===== src/sv/linear_probe_hash_table_macros.svh =====
// Assertion macros shared by the hash table RTL.
// No dependencies; included by the controller and the datapath.
`ifndef LINEAR_PROBE_HASH_TABLE_MACROS_SVH
`define LINEAR_PROBE_HASH_TABLE_MACROS_SVH

// Same-cycle implication, disabled while reset is asserted.
`define LPHT_ASSERT_IMPL(lbl, clk, rst_n, ante, cons, msg) \
  lbl: assert property (@(posedge clk) disable iff (!rst_n) (ante) |-> (cons)) \
    else $error(msg);

// Next-cycle implication, disabled while reset is asserted.
`define LPHT_ASSERT_NEXT(lbl, clk, rst_n, ante, cons, msg) \
  lbl: assert property (@(posedge clk) disable iff (!rst_n) (ante) |=> (cons)) \
    else $error(msg);

`endif


===== src/sv/lpht_pkg.sv =====
// Types and constants of the linear probing hash table.
// No dependencies; used by the top level, the controller and the datapath.
package lpht_pkg;

  localparam int OP_BITS         = 2;
  localparam int KEY_BITS        = 32;
  localparam int VALUE_IN_BITS   = 32;
  localparam int STATUS_BITS     = 2;
  localparam int VALUE_OUT_BITS  = 32;
  localparam int SLOT_INDEX_BITS = 6;

  // Home slot reduction: reciprocal multiply cycle, then remainder cycle.
  localparam int MOD_STEPS = 2;
  localparam int MOD_CW    = $clog2(MOD_STEPS);

  localparam logic [OP_BITS-1:0] OP_SET    = 2'd0;
  localparam logic [OP_BITS-1:0] OP_GET    = 2'd1;
  localparam logic [OP_BITS-1:0] OP_REMOVE = 2'd2;

  localparam logic [STATUS_BITS-1:0] STS_DONE = 2'd0;
  localparam logic [STATUS_BITS-1:0] STS_MISS = 2'd1;
  localparam logic [STATUS_BITS-1:0] STS_FULL = 2'd2;

  typedef struct packed {
    logic [OP_BITS-1:0]       op;
    logic [KEY_BITS-1:0]      key_hash;
    logic [VALUE_IN_BITS-1:0] value_in;
  } lpht_req_t;

  typedef struct packed {
    logic [STATUS_BITS-1:0]     status;
    logic [VALUE_OUT_BITS-1:0]  value_out;
    logic [SLOT_INDEX_BITS-1:0] slot_index;
  } lpht_rsp_t;

  // Controller to datapath commands.
  typedef struct packed {
    logic clear;
    logic accept;
    logic mod_step;
    logic probe;
    logic out_load;
  } lpht_cmd_t;

  // Datapath to controller status.
  typedef struct packed {
    logic clear_last;
    logic bad_op;
    logic mod_last;
    logic resolve;
  } lpht_sts_t;

endpackage


===== src/sv/linear_probe_hash_table.sv =====
// Top level of the linear probing hash table: controller plus datapath.
// Depends on lpht_pkg, lpht_ctrl and lpht_dp.
//
//   Channel | Direction | Handshake          | Payload
//   --------+-----------+--------------------+----------------------------------
//   in_     | request   | in_valid, in_stall | op, key_hash, value_in
//   out_    | result    | out_valid,out_stall| status, value_out, slot_index
//
// After reset a clearing pass walks the tag RAM, one slot a cycle, through every
// slot; in_stall stays high during it.
// A request is accepted, then passes through the home slot reduction
// (reciprocal multiply, then the remainder), then takes one tag RAM read a cycle
// along the probe chain until the home slot or a later slot decides or the
// scan has wrapped the whole table; it then loads the output register when free.
// An unused op code skips reduction and probe.
// The output register holds one result; a new request is taken while it
// waits, and that request parks before delivery until out_stall drops.
module linear_probe_hash_table #(
  parameter int SLOTS      = 64,
  parameter int VALUE_BITS = 32
) (
  input  logic                clk,
  input  logic                rst_n,
  input  logic                in_valid,
  output logic                in_stall,
  input  lpht_pkg::lpht_req_t in_data,
  output logic                out_valid,
  input  logic                out_stall,
  output lpht_pkg::lpht_rsp_t out_data
);
  import lpht_pkg::*;

  // Command and status bundles between the sequencer and the datapath.
  lpht_cmd_t cmd;
  lpht_sts_t sts;

  // Sequencer: owns the handshake and the step order of each request.
  lpht_ctrl u_ctrl (
    .clk       (clk),
    .rst_n     (rst_n),
    .in_valid  (in_valid),
    .in_stall  (in_stall),
    .out_valid (out_valid),
    .out_stall (out_stall),
    .sts       (sts),
    .cmd       (cmd)
  );

  // Datapath: holds the request, reduces the key, probes and updates slots.
  lpht_dp #(
    .SLOTS      (SLOTS),
    .VALUE_BITS (VALUE_BITS)
  ) u_dp (
    .clk      (clk),
    .rst_n    (rst_n),
    .in_data  (in_data),
    .cmd      (cmd),
    .sts      (sts),
    .out_data (out_data)
  );

endmodule


===== src/sv/lpht_ram.sv =====
// Generic simple dual-port RAM: one write port, one registered read port.
// No dependencies.
module lpht_ram #(
  parameter int WIDTH = 32,
  parameter int DEPTH = 64
) (
  input  logic                     clk,
  input  logic                     we,
  input  logic [$clog2(DEPTH)-1:0] waddr,
  input  logic [WIDTH-1:0]         wdata,
  input  logic                     re,
  input  logic [$clog2(DEPTH)-1:0] raddr,
  output logic [WIDTH-1:0]         rdata
);

  logic [WIDTH-1:0] mem_r [DEPTH];
  logic [WIDTH-1:0] rdata_r;

  always_ff @(posedge clk) begin
    if (we) begin
      mem_r[waddr] <= wdata;
    end
    if (re) begin
      rdata_r <= mem_r[raddr];
    end
  end

  assign rdata = rdata_r;

endmodule


===== src/sv/lpht_ctrl.sv =====
// Sequencer of the hash table: clearing pass, accept, reduce, probe, deliver.
// Depends on lpht_pkg and the assertion macro header.
`include "linear_probe_hash_table_macros.svh"

module lpht_ctrl (
  input  logic               clk,
  input  logic               rst_n,
  input  logic               in_valid,
  output logic               in_stall,
  output logic               out_valid,
  input  logic               out_stall,
  input  lpht_pkg::lpht_sts_t sts,
  output lpht_pkg::lpht_cmd_t cmd
);
  import lpht_pkg::*;

  typedef enum logic [4:0] {
    ST_CLEAR = 5'b00001,
    ST_IDLE  = 5'b00010,
    ST_MOD   = 5'b00100,
    ST_PROBE = 5'b01000,
    ST_DONE  = 5'b10000
  } state_t;

  state_t state_r, state_nxt;
  logic   out_valid_r, out_valid_nxt;
  logic   out_free;

  assign out_free = !out_valid_r || !out_stall;
  assign in_stall = (state_r != ST_IDLE);

  always_comb begin
    state_nxt = state_r;
    cmd       = '0;
    case (state_r)
      ST_CLEAR: begin
        cmd.clear = 1'b1;
        if (sts.clear_last) begin
          state_nxt = ST_IDLE;
        end
      end
      ST_IDLE: begin
        if (in_valid) begin
          cmd.accept = 1'b1;
          state_nxt  = sts.bad_op ? ST_DONE : ST_MOD;
        end
      end
      ST_MOD: begin
        cmd.mod_step = 1'b1;
        if (sts.mod_last) begin
          state_nxt = ST_PROBE;
        end
      end
      ST_PROBE: begin
        cmd.probe = 1'b1;
        if (sts.resolve) begin
          state_nxt = ST_DONE;
        end
      end
      ST_DONE: begin
        if (out_free) begin
          cmd.out_load = 1'b1;
          state_nxt    = ST_IDLE;
        end
      end
      default: state_nxt = ST_CLEAR;
    endcase
  end

  always_comb begin
    out_valid_nxt = out_valid_r && out_stall;
    if (cmd.out_load) begin
      out_valid_nxt = 1'b1;
    end
  end

  always_ff @(posedge clk) begin
    if (!rst_n) begin
      state_r     <= ST_CLEAR;
      out_valid_r <= 1'b0;
    end else begin
      state_r     <= state_nxt;
      out_valid_r <= out_valid_nxt;
    end
  end

  assign out_valid = out_valid_r;

  `LPHT_ASSERT_IMPL(a_resolve_in_probe, clk, rst_n, sts.resolve, state_r == ST_PROBE, "resolve outside probe")
  `LPHT_ASSERT_NEXT(a_accept_leaves_idle, clk, rst_n, cmd.accept, state_r != ST_IDLE, "idle after accept")
  `LPHT_ASSERT_NEXT(a_load_shows, clk, rst_n, cmd.out_load, out_valid_r && state_r == ST_IDLE, "load lost")

endmodule


===== src/sv/lpht_dp.sv =====
// Datapath of the hash table: home slot reduction, slot probe, tag and value RAMs.
// Depends on lpht_pkg, lpht_ram and the assertion macro header.
`include "linear_probe_hash_table_macros.svh"

module lpht_dp #(
  parameter int SLOTS      = 64,
  parameter int VALUE_BITS = 32
) (
  input  logic                clk,
  input  logic                rst_n,
  input  lpht_pkg::lpht_req_t in_data,
  input  lpht_pkg::lpht_cmd_t cmd,
  output lpht_pkg::lpht_sts_t sts,
  output lpht_pkg::lpht_rsp_t out_data
);
  import lpht_pkg::*;

  localparam int IW     = $clog2(SLOTS);
  localparam int CW     = IW + 1;
  localparam int TAG_W  = KEY_BITS + 1;
  localparam int PROD_W = 2 * KEY_BITS + 1;
  localparam logic [IW-1:0] LAST_SLOT = IW'(SLOTS - 1);
  localparam logic [CW-1:0] SLOTS_W   = CW'(SLOTS);
  // Rounded-up reciprocal of SLOTS; the quotient is exact for every 32-bit key.
  localparam logic [KEY_BITS:0] RECIP =
    (KEY_BITS + 1)'((64'd1 << (KEY_BITS + IW)) / SLOTS + 1);

  // Request and reduction registers
  logic [OP_BITS-1:0]    op_r;
  logic [KEY_BITS-1:0]   key_r;
  logic [VALUE_BITS-1:0] val_r;
  logic [KEY_BITS-1:0]   quot_r;
  logic [MOD_CW-1:0]     mod_cnt_r;
  logic [PROD_W-1:0]     mod_prod;
  logic [KEY_BITS-1:0]   mod_quot;
  logic [IW-1:0]         mod_rem;

  // Probe registers
  logic [IW-1:0] rd_ptr_r;
  logic [CW-1:0] iss_cnt_r;
  logic          chk_vld_r, chk_vld_nxt;
  logic          chk_home_r;
  logic          chk_last_r;
  logic [IW-1:0] chk_idx_r;
  logic [IW-1:0] clr_ptr_r, clr_ptr_nxt;
  logic [IW-1:0] ptr_adv;
  logic          issue;

  // Slot compare
  logic [TAG_W-1:0]      tag_rd;
  logic [VALUE_BITS-1:0] val_rd;
  logic                  tag_full;
  logic                  tag_eq;
  logic                  is_set;
  logic                  hit;
  logic                  stop_miss;
  logic                  commit_set;
  logic                  commit_rm;
  lpht_rsp_t             res_r, res_nxt, out_r;

  // Tag RAM write port
  logic              tag_we;
  logic [IW-1:0]     tag_waddr;
  logic [TAG_W-1:0]  tag_wdata;

  // Home slot: quotient by reciprocal multiply, then key minus quotient times SLOTS.
  assign mod_prod = PROD_W'(key_r) * PROD_W'(RECIP);
  assign mod_quot = KEY_BITS'(mod_prod >> (KEY_BITS + IW));
  assign mod_rem  = IW'(key_r - KEY_BITS'(quot_r * KEY_BITS'(SLOTS)));

  assign sts.mod_last   = (mod_cnt_r == MOD_CW'(MOD_STEPS - 1));
  assign sts.clear_last = (clr_ptr_r == LAST_SLOT);
  assign sts.bad_op     = !(in_data.op inside {OP_SET, OP_GET, OP_REMOVE});

  // Decide on the slot whose tag just came back.
  assign tag_full  = tag_rd[TAG_W-1];
  assign tag_eq    = tag_full && (tag_rd[KEY_BITS-1:0] == key_r);
  assign is_set    = (op_r == OP_SET);
  assign hit       = is_set ? (!tag_full || (chk_home_r && tag_eq)) : tag_eq;
  assign stop_miss = !is_set && chk_home_r && !tag_full;
  assign sts.resolve = chk_vld_r && (hit || stop_miss || chk_last_r);

  assign commit_set = sts.resolve && hit && is_set;
  assign commit_rm  = sts.resolve && hit && (op_r == OP_REMOVE);

  always_comb begin
    res_nxt.status     = hit ? STS_DONE : (is_set ? STS_FULL : STS_MISS);
    res_nxt.value_out  = (hit && op_r == OP_GET) ? VALUE_OUT_BITS'(val_rd) : '0;
    res_nxt.slot_index = hit ? SLOT_INDEX_BITS'(chk_idx_r) : '0;
  end

  // Read one slot a cycle until the item resolves or every slot was read.
  assign issue   = cmd.probe && (iss_cnt_r != SLOTS_W) && !sts.resolve;
  assign ptr_adv = (rd_ptr_r == LAST_SLOT) ? '0 : rd_ptr_r + 1'b1;

  assign chk_vld_nxt = issue;
  assign clr_ptr_nxt = cmd.clear ? clr_ptr_r + 1'b1 : clr_ptr_r;

  assign tag_we    = cmd.clear || commit_set || commit_rm;
  assign tag_waddr = cmd.clear ? clr_ptr_r : chk_idx_r;
  assign tag_wdata = commit_set ? {1'b1, key_r} : '0;

  always_ff @(posedge clk) begin
    if (!rst_n) begin
      clr_ptr_r <= '0;
      chk_vld_r <= 1'b0;
    end else begin
      clr_ptr_r <= clr_ptr_nxt;
      chk_vld_r <= chk_vld_nxt;
    end
  end

  always_ff @(posedge clk) begin
    if (cmd.accept) begin
      op_r      <= in_data.op;
      key_r     <= in_data.key_hash;
      val_r     <= VALUE_BITS'(in_data.value_in);
      mod_cnt_r <= '0;
      res_r     <= '{status: STS_MISS, value_out: '0, slot_index: '0};
    end
    if (cmd.mod_step) begin
      quot_r    <= mod_quot;
      mod_cnt_r <= mod_cnt_r + 1'b1;
      if (sts.mod_last) begin
        rd_ptr_r  <= mod_rem;
        iss_cnt_r <= '0;
      end
    end
    if (issue) begin
      chk_idx_r  <= rd_ptr_r;
      chk_home_r <= (iss_cnt_r == '0);
      chk_last_r <= (iss_cnt_r == SLOTS_W - 1'b1);
      rd_ptr_r   <= ptr_adv;
      iss_cnt_r  <= iss_cnt_r + 1'b1;
    end
    if (sts.resolve) begin
      res_r <= res_nxt;
    end
    if (cmd.out_load) begin
      out_r <= res_r;
    end
  end

  assign out_data = out_r;

  lpht_ram #(.WIDTH(TAG_W), .DEPTH(SLOTS)) u_tag_ram (
    .clk   (clk),
    .we    (tag_we),
    .waddr (tag_waddr),
    .wdata (tag_wdata),
    .re    (issue),
    .raddr (rd_ptr_r),
    .rdata (tag_rd)
  );

  lpht_ram #(.WIDTH(VALUE_BITS), .DEPTH(SLOTS)) u_val_ram (
    .clk   (clk),
    .we    (commit_set),
    .waddr (chk_idx_r),
    .wdata (val_r),
    .re    (issue),
    .raddr (rd_ptr_r),
    .rdata (val_rd)
  );

  `LPHT_ASSERT_IMPL(a_no_commit_in_clear, clk, rst_n, cmd.clear, !(commit_set || commit_rm), "write during clear")
  `LPHT_ASSERT_NEXT(a_home_in_range, clk, rst_n, cmd.mod_step && sts.mod_last, rd_ptr_r <= LAST_SLOT, "home slot out of range")
  `LPHT_ASSERT_NEXT(a_issue_checks, clk, rst_n, issue, chk_vld_r, "issued read not checked")

endmodule


===== config.mk =====
export PLATFORM = sky130hd
export DESIGN_NAME = linear_probe_hash_table
export DESIGN_NICKNAME = d
export VERILOG_FILES = /design/src/sv/lpht_pkg.sv /design/src/sv/linear_probe_hash_table.sv /design/src/sv/lpht_ram.sv /design/src/sv/lpht_ctrl.sv /design/src/sv/lpht_dp.sv
export VERILOG_INCLUDE_DIRS = /design/src /design/src/sv
export SDC_FILE = /design/constraint.sdc
export NUM_CORES = 2
export LEC_CHECK = 0
export ABC_AREA = 1
export BUFFER_PORTS_ARGS = -buffer_cell sky130_fd_sc_hd__buf_2
export CORE_MARGIN = 5
export CORE_UTILIZATION = 30
export CTS_CLUSTER_SIZE = 24
export DETAILED_ROUTE_END_ITERATION = 8
export GPL_ROUTABILITY_DRIVEN = 0
export GPL_TIMING_DRIVEN = 0
export PLACE_DENSITY = 0.55
export SYNTH_ARGS = -nofsm -noshare
export SYNTH_HDL_FRONTEND = slang
export SYNTH_HIERARCHICAL = 1
export SYNTH_MEMORY_MAX_BITS = 65536
export SYNTH_SLANG_ARGS = --single-unit

===== constraint.sdc =====
create_clock -name clk -period 8 [get_ports clk]
set_input_delay 0.8 -clock clk [delete_from_list [all_inputs] [get_ports clk]]
set_output_delay 0.8 -clock clk [all_outputs]
set_load 0.1 [all_outputs]

==> flow_summary.yaml <==
setup_path:
  r2r-end: "u_dp/u_tag_ram/mem_r[50][28]"
  critPathMaxFanout: 9
  timing.rr.start: "u_dp/key_r[5]"
  setup.worst_path.start_class: "flop"
  setup.worst_path.end_class: "flop"
  path_class: "flop to flop"
  critPathLaunch: "u_dp/key_r[5]"
  r2r_slack_ns: 2.08
  critical_path_arrival_ns: 6.58
  required_ns: 8.66
  worst-r2r-cell-count: 16
run:
  maxCapViolCount: 3
global_routing:
  antenna_found_initial: 37
  global_route.overflow_total: 0
  largest_net_degree_at_the_start_of_global_routing: 51
  grt_usage_pct: 22.77
  grt_pass1_wl_mm: 963.1
  first_global_vias: 116100
placed_design:
  hpwlAfterDp_mm: 503.4
  dp_slack_ns: 2.386
  port_buffers: 111
routing:
  detailroute.wirelength.met3_mm: 84.90
  wirelength_mm: 714.2
  remaining_drcs: 0
  final_antenna_net_count: 0
  avgViaCountPerCell: 5.424
  detailedRoute.firstPassIterationCount: 9
  total_via_count_after_detailed_routing: 128000
  routed_length_on_met1_mm: 257.9
  detail_route.wl_per_cell_um: 30.27
  highest-signal-layer: "met5"
  drt_first_iter_violations: 19620
  route.met2.wl_mm: 314.4
yosys:
  synth_top_area_share_pct: 74.71
  synth-simple-area-share_pct: 21.75
  yosys-top-cells-area: "sky130_fd_sc_hd__edfxtp_1, sky130_fd_sc_hd__nand3_1, sky130_fd_sc_hd__nand2_1"
  synth_xor_xnor_area_share_pct: 0.08433
  synth_top_family_by_area: "simple AND/OR/NAND/NOR gates"
  netlist_instances: 14400
  synth.area.mux_share_pct: 0
  postSynthAreaPerCell_um2: 12.26
  ys_seq_area_share_pct: 74.86
  postSynthRegisterBits: 4406
  synth_compound_gate_area_share_pct: 0.08149
  synth_nets: 14470
  netlist_area_mm2: 0.1766
  synth.distinct_cells: 38
  yosysWarnings: 6
  synth_adder_area_share_pct: 0.02835
  yosys.area.top_type: "sky130_fd_sc_hd__edfxtp_1"
sta:
  finalSetupViolations: 0
  worst_slew_pin_slew_ns: 1.531
  final.setup_skew_ns: 0.04597
  timing.fmax_mhz: 168.8
  post-route-worst-setup-slack_ns: 2.075
  timing_hold_violations_final: 0
  rsz0062_at_grt: "no"
  period_minus_slack_ns: 5.925
  maxSlewViolCount: 28
  final.period_utilization_pct: 74.06
  timing.slew.headroom_pct: -3.164
clocking:
  tritoncts_num_sinks: 4406
  postCtsHoldBufs: 59
  clkLatencyLatePin_ns: 0.99
  cts-root-to-sink-buffers: 4
  clk_pin_slew_ns: 0.06
  inserted_clock_buffers: 429
  postCtsResizedCells: 0
  clockRootBuffer: "sky130_fd_sc_hd__clkbuf_16"
  cts_htree_levels: 5
  number_of_post_cts_setup_repair_buffers: 0
  cts_tree: "done"
power_and_ir_drop:
  power.density_cell_area_mw_per_mm2: 216.0
  vdd_drop_max_mv: 0.1922
  total_power_mw: 45.48
  total_leakage_power_nw: 74.21
final_layout:
  combined_area_of_the_multi_input_logic_cells_mm2: 0.03994
  nets: 15520
  storage_cell_area_mm2: 0.1322
  drive_gt1_share_pct: 12.80
  final.fill_count: 56280
  area.growth.synth_to_final_pct: 19.24
floorplan:
  floorplan.die.height_um: 777.2
  core.rowCount: 281
  initial_utilization_pct: 30.13
  chipWidth_um: 777.2
  floorplan.die_area_mm2: 0.6040
  floorplan.io_pins: 112
  coreArea_mm2: 0.5861
run_status:
  run_status: "finished with violations"
  violations_in_the_final_reports: "capacitance limit, slew limit"
hold_path:
  min_delay_worst_endpoint: "u_dp/key_r[6]"
  hold_start: "in_data[38]"
  min_delay_path_depth: 1
  hold_class: "input pin to flop"
layout make-up:
type,instances,area share (%)
plain buffers,922,2.403
repair buffers,618,4.470
clock buffers,520,5.302
clock inverters,257,1.145
inverters,159,0.2870
well taps,7782,4.625
multi-input cells,8911,18.97
flip-flops and latches,4406,62.78
diodes,18,0.02139
per-layer routing:
metal / global-route usage [%] / up-vias
li1: - / 53410
met1: 28.97 / 63460
met2: 34.78 / 9118
met3: 5.392 / 1958
met4: 14.80 / 24
met5: 0.1674 / -
power by group:
| part | switching, mW | internal, mW | total [mW] | leakage, nW |
|---|---|---|---|---|
| clock network | 9.05 | 11.2 | 20.2 | 6.62 |
| logic | 0.120 | 0.0565 | 0.177 | 28.2 |
| registers | 0.0124 | 25.1 | 25.1 | 39.4 |
| total | 9.18 | 36.3 | 45.5 | 74.2 |
kinds of logic after synthesis:
family,count (synthesis)
compound gates,27
xor+xnor,17
fa+ha+maj,4
buf+inv,1081
flops,4406
simple gates,8863
synthesized netlist by cell type (all sizes together):
cell / count
nand2: 4666
edfxtp: 4393
nand3: 3898
buf: 765
nor2: 240
inv: 158
clkbuf: 157
nand4: 29
nor4: 17
o21ai: 16
dfxtp: 13
nor3: 10
xor2: 9
xnor2: 8
a21oi: 6
ha: 4
a21boi: 2
a31oi: 2
nor3b: 2
clkinv: 1
o22ai: 1
or2: 1
flip-flops by register name (all words and copies together), names as in the netlist, 2 cells and up:
signal	flops
u_ctrl/state_r	5
u_dp/chk_idx_r	6
u_dp/clr_ptr_r	6
u_dp/iss_cnt_r	7
u_dp/key_r	32
u_dp/op_r	2
u_dp/out_data	40
u_dp/rd_ptr_r	6
u_dp/res_r	40
u_dp/u_tag_ram/mem_r	2112
u_dp/u_tag_ram/rdata	33
u_dp/u_val_ram/mem_r	2048
u_dp/u_val_ram/rdata	32
u_dp/val_r	32
placed cells by master (no fill, tap or decap), types with 11 or more instances in the layout:
cell | Yosys | final
sky130_fd_sc_hd__buf_1 | 96 | 96
sky130_fd_sc_hd__buf_2 | 498 | 609
sky130_fd_sc_hd__dfxtp_1 | 13 | 13
sky130_fd_sc_hd__nor2_2 | 13 | 13
sky130_fd_sc_hd__o21ai_0 | 15 | 15
sky130_fd_sc_hd__clkbuf_1 | 157 | 234
sky130_fd_sc_hd__bufinv_16 | 0 | 39
sky130_fd_sc_hd__inv_1 | 147 | 146
sky130_fd_sc_hd__clkinv_1 | 1 | 107
sky130_fd_sc_hd__buf_6 | 70 | 83
sky130_fd_sc_hd__buf_12 | 1 | 199
sky130_fd_sc_hd__nand3_1 | 3894 | 3894
sky130_fd_sc_hd__dlygate4sd3_1 | 0 | 59
sky130_fd_sc_hd__buf_4 | 94 | 208
sky130_fd_sc_hd__nand4_1 | 27 | 27
sky130_fd_sc_hd__buf_16 | 0 | 116
sky130_fd_sc_hd__clkbuf_16 | 0 | 433
sky130_fd_sc_hd__diode_2 | 0 | 18
sky130_fd_sc_hd__nand2_1 | 4663 | 4662
sky130_fd_sc_hd__nor2_1 | 226 | 80
sky130_fd_sc_hd__nor4_2 | 0 | 16
sky130_fd_sc_hd__clkinv_2 | 0 | 74
sky130_fd_sc_hd__nor2_4 | 1 | 147
sky130_fd_sc_hd__edfxtp_1 | 4393 | 4393
sky130_fd_sc_hd__clkinvlp_4 | 0 | 11
sky130_fd_sc_hd__buf_8 | 6 | 13
critical path: stages, from the launching register on:
cell and delay [ns]:
sky130_fd_sc_hd__edfxtp_1 0.48, sky130_fd_sc_hd__inv_1 0.18, sky130_fd_sc_hd__o21ai_0 0.11, sky130_fd_sc_hd__nor2_1 0.10, sky130_fd_sc_hd__nand3_1 0.11, sky130_fd_sc_hd__nor2_1 0.16
sky130_fd_sc_hd__nand3_2 0.17, sky130_fd_sc_hd__nand2_4 0.16, sky130_fd_sc_hd__nand2_1 0.17, sky130_fd_sc_hd__o21ai_0 0.84, sky130_fd_sc_hd__clkbuf_1 0.37, sky130_fd_sc_hd__nand4_1 0.48
sky130_fd_sc_hd__nor4_2 1.26, sky130_fd_sc_hd__buf_4 0.37, sky130_fd_sc_hd__buf_4 0.21, sky130_fd_sc_hd__buf_4 0.21, sky130_fd_sc_hd__buf_4 0.20
stage by stage:
step / TNS (ns) / instances / area [um2] / util, % / hold slack (ns)
finish: 0 / 23590 / 210500 / 35.92 / 0.04521
global route: 0 / 23580 / 210500 / 35.91 / 0.02439
CTS: 0 / 23580 / 210500 / 35.91 / 0.005978
detailed placement: 0 / 22740 / 196300 / 33.50 / 0.4054
global placement: -4613.20 / 22290 / 186900 / 31.88 / 0.4006
floorplan: 0 / 14400 / 176600 / - / 0.4003
how the worst max path moves through the flow:
stage,to,depth (start not counted)
3_5_place_dp,u_dp/u_val_ram/mem_r[52][26],17
3_3_place_gp,u_dp/u_val_ram/mem_r[52][26],13
2_1_floorplan,u_dp/u_val_ram/mem_r[48][0],14
5_1_grt,u_dp/u_val_ram/mem_r[52][28],17
4_1_cts,u_dp/u_val_ram/mem_r[52][14],17
6_report,u_dp/u_tag_ram/mem_r[50][28],16
Note: power is estimated with default switching activity, not from simulation.
